===== src/sv/mbp_pkg.sv =====
// shared types and constants of the message bit packer
package mbp_pkg;

  localparam int MBP_MAX_BYTES = 4096;
  localparam int ACT_W         = 3;
  localparam int VAL_W         = 32;
  localparam int BCNT_W        = 6;
  localparam int ADDR_W        = 12;
  localparam int RD_W          = 8;
  localparam int CNT_W         = 13;
  localparam int BITS_W        = 16;

  typedef enum logic [ACT_W-1:0] {
    ACT_CLEAR = 3'd0,
    ACT_BIT   = 3'd1,
    ACT_BITS  = 3'd2,
    ACT_BYTE  = 3'd3,
    ACT_SHORT = 3'd4,
    ACT_INT   = 3'd5,
    ACT_READ  = 3'd6
  } mbp_action_e;

  typedef struct packed {
    logic load;
    logic step;
    logic res_load;
  } mbp_cmd_t;

  typedef struct packed {
    logic has_writes;
    logic last_write;
  } mbp_sts_t;

endpackage


===== src/sv/mbp_ctrl.sv =====
// controller state machine of the message bit packer
module mbp_ctrl (
  input  logic              clk_i,
  input  logic              rst_ni,
  input  logic              in_valid_i,
  output logic              in_stall_o,
  output logic              out_valid_o,
  input  logic              out_stall_i,
  input  mbp_pkg::mbp_sts_t sts_i,
  output mbp_pkg::mbp_cmd_t cmd_o
);
  import mbp_pkg::*;

  typedef enum logic [1:0] {
    S_IDLE,
    S_WRITE,
    S_FIN
  } state_e;

  state_e state_q;
  logic   out_valid_q;

  always_comb begin
    cmd_o.load     = (state_q == S_IDLE) && in_valid_i;
    cmd_o.step     = (state_q == S_WRITE);
    cmd_o.res_load = (state_q == S_FIN) && (!out_valid_q || !out_stall_i);
  end

  always_ff @(posedge clk_i or negedge rst_ni) begin
    if (!rst_ni) begin
      state_q     <= S_IDLE;
      out_valid_q <= 1'b0;
    end else begin
      case (state_q)
        S_IDLE: begin
          if (in_valid_i) begin
            state_q <= sts_i.has_writes ? S_WRITE : S_FIN;
          end
        end
        S_WRITE: begin
          if (sts_i.last_write) begin
            state_q <= S_FIN;
          end
        end
        S_FIN: begin
          if (cmd_o.res_load) begin
            state_q <= S_IDLE;
          end
        end
        default: begin
          state_q <= S_IDLE;
        end
      endcase
      if (cmd_o.res_load) begin
        out_valid_q <= 1'b1;
      end else if (!out_stall_i) begin
        out_valid_q <= 1'b0;
      end
    end
  end

  assign in_stall_o  = (state_q != S_IDLE);
  assign out_valid_o = out_valid_q;

endmodule


===== config.mk =====
export PLATFORM = sky130hd
export DESIGN_NAME = mbp_ctrl
export DESIGN_NICKNAME = d
export VERILOG_FILES = /design/src/sv/mbp_pkg.sv /design/src/sv/mbp_ctrl.sv
export SDC_FILE = /design/constraint.sdc
export NUM_CORES = 1
export LEC_CHECK = 0
export BUFFER_PORTS_ARGS = -buffer_cell sky130_fd_sc_hd__buf_2
export CAP_MARGIN = 15
export CORE_AREA = 8 8 45 47
export CTS_BUF_LIST = sky130_fd_sc_hd__clkbuf_8
export DETAILED_ROUTE_END_ITERATION = 10
export DIE_AREA = 0 0 53 55
export GPL_TIMING_DRIVEN = 0
export PLACE_DENSITY_LB_ADDON = 0.25
export SLEW_MARGIN = 20
export SYNTH_ARGS = -nofsm -noshare
export SYNTH_HDL_FRONTEND = slang
export SYNTH_SLANG_ARGS = --single-unit

===== constraint.sdc =====
create_clock -name clk_i -period 3.9 [get_ports clk_i]
set_clock_uncertainty 0.2 [all_clocks]
set_input_delay 0.39 -clock clk_i [delete_from_list [all_inputs] [get_ports clk_i]]
set_output_delay 0.39 -clock clk_i [all_outputs]
set_load 0.005 [all_outputs]

==> metrics.yaml <==
chipHeight_um: 55
drt_iter0_markers: 0
timing_worst_setup_path_type: "flip-flop to output pin"
gp_routability_congestion: 0.633
avgViaCountPerCell: 3.59
final_antenna_net_count: 0
wl_per_cell_um: 8.51
groute.layer.met3.usage: 0.0481
min_path_type: "input pin to flip-flop"
setup.worst_path.start_class: "flip-flop"
final_max_slew_viol_count: 0
mappedNetlistArea_um2: 168
place.port_buffers: 10
grt_first_pass_wirelength_um: 738
number_of_global_route_vias_before_repair: 177
cts_tree: "done"
status: "finished clean"
cpPeakStageDelay_ps: 410
ctsRootBufferMaster: "clkbuf_8"
setup_violations: 0
critical_path.startpoint: "state_q[1]"
floorplan.die_area_um2: 2920
seq_area_frac_synth: 0.448
post_cts_resize_count: 0
placed_area_um2: 238
postCtsSetupRepairBufs: 0
achievable-frequency_mhz: 580
clock_latency_ps: 210
crit_fanout: 7
tightestPinTransition_ps: 182
busiest_layer: "met1"
required_ps: 3310
multi_input_combinational_cell_area_um2: 88.8
post-place-ws_ps: 2390
place_inst: 44
cts_made_buffers: 3
htree_num_levels: 1
syn_area_per_cell_um2: 9.31
tritoncts_num_sinks: 3
placement_rows: 14
fp.coreArea_um2: 1380
timing.final.ws_setup_ps: 2180
worst_supply_voltage_drop_on_vdd_mv: 0.255
power-per-cell-area_nw_per_um2: 600
cts-hold-fix-buffers: 1
regToRegStartpoint: "state_q[1]"
crit_arrival_ps: 1130
first_pass_iters: 1
area_growth_from_synthesis_to_layout_pct: 74.6
clock_path_buffers: 2
synth.largest_area_cell: "dfrtp_1"
relSlewSlack: 0.879
grt_util_all_layers: 0.0361
synthDominantCellAreaShare: 0.448
highest_count_cells_in_the_layout_ignoring_fill_and_taps: "buf_2 (10), clkbuf_8 (3), dfrtp_1 (3)"
grt_setup_unrepaired: "false"
final_cell_count_no_fill: 49
io_pins: 11
layout_min_cycle_time_ps: 1720
ys_warn_count: 0
finalCritPeriodShare: 0.442
grt_use_met1: 0.0518
maximum_number_of_pins_on_one_net_before_global_route_repair: 9
path_clk_slew_ps: 30
grt.met2_usage: 0.0273
synthesis.instances: 18
chipWidth_um: 53
holdWs_ps: 205
finalHoldViolations: 0
drt-total-wl_um: 417
critical_path.endpoint_type: "output pin"
min-delay-start: "out_stall_i"
synth.lib_cells_used.distinct: 13
timing.setup.tns_ps: 0
power.static_leakage_nw: 0.157
area.sequential_um2: 75.1
antenna-diode-count: 0
cp_slowest_cell: "dfrtp_1"
fillCellCount: 153
postSynthNetCount: 24
postLayoutCellArea_um2: 293
layout.nets: 40
crit_path_cell_trace: "or2_2 > nor2_1 > buf_2"
top_area_cells_in_the_synthesized_netlist: "dfrtp_1 (45%), nand3b_1 (9.0%), a21oi_1 (6.0%), or4b_1 (6.0%), and2b_2 (5.2%)"
globalRouteOverflowTotal: 0
grt_antenna_before_repair: 0
synth.ff_latch_count: 3
initial_utilization: 0.121
drv_cap: 0
route.vias.total: 176
drc_errors: 0
final_common_cell: "buf_2"
post_route_cells_drive_above_1_share: 0.455
[sequential cells by signal, indices dropped and copies added (netlist names)]
signal	cells
state_q	2
out_valid_o	1
[per-layer routing]
layer | wire (um) | vias to the layer above
met1 | 225 | 69
met4 | 0 | 0
met2 | 90 | 13
li1 | - | 94
met5 | 0 | -
met3 | 102 | 0
[metrics by stage]
step | total power, mW | util
after CTS | 0.181 | 0.212
after global placement | 0.0928 | 0.172
after detailed placement | 0.0916 | 0.172
final | 0.176 | 0.212
after floorplan | 0.0701 | -
after global routing | 0.191 | 0.212
[synth_stat cells (all sizes together)]
master and n:
dfrtp 3, a21oi 2, nand2 2, nand3b 2, and2b 1, inv 1, nand2b 1, nand3 1
nand4b 1, nor2 1, or2 1, or2b 1, or4b 1
[critical path, delay by kind of cell, from the launching register on]
family,cells,cell delay [ps]
and+or+nand+nor,2,400
buffers and inverters,1,110
DFF,1,410
[worst paths after layout]
check	end	slack [ps]	depth (start not counted)
worst max-delay path	cmd_o[2]	2180	3
worst min-delay path	out_valid_o	200	3
worst max register to register	state_q[1]	2600	2
worst min register to register	out_valid_o	310	2
max in group asynchronous	state_q[0]	3090	2
min in group asynchronous	out_valid_o	300	2
[layout make-up]
| type | instances | area share |
|---|---|---|
| clock buffer | 3 | 0.141 |
| timing repair buffer | 11 | 0.205 |
| sequential | 3 | 0.256 |
| clock inverter | 1 | 0.0128 |
| inverter | 1 | 0.0128 |
| tap | 16 | 0.0684 |
| multi-input combinational | 14 | 0.303 |
[power by group]
part	internal, mW	switching (mW)
sequential	0.0397	0.0103
combinational	0.0245	0.0162
clock	0.0668	0.0181
[cell families (layout without fill, tap and decap cells)]
family,count (synthesis),in the layout,synth area share
DFF,3,3,0.448
AOI/OAI and AO/OA,2,2,0.0597
buffers and inverters,1,16,0.0224
and+or+nand+nor,12,12,0.470
Note: power is estimated with default switching activity, not from simulation.
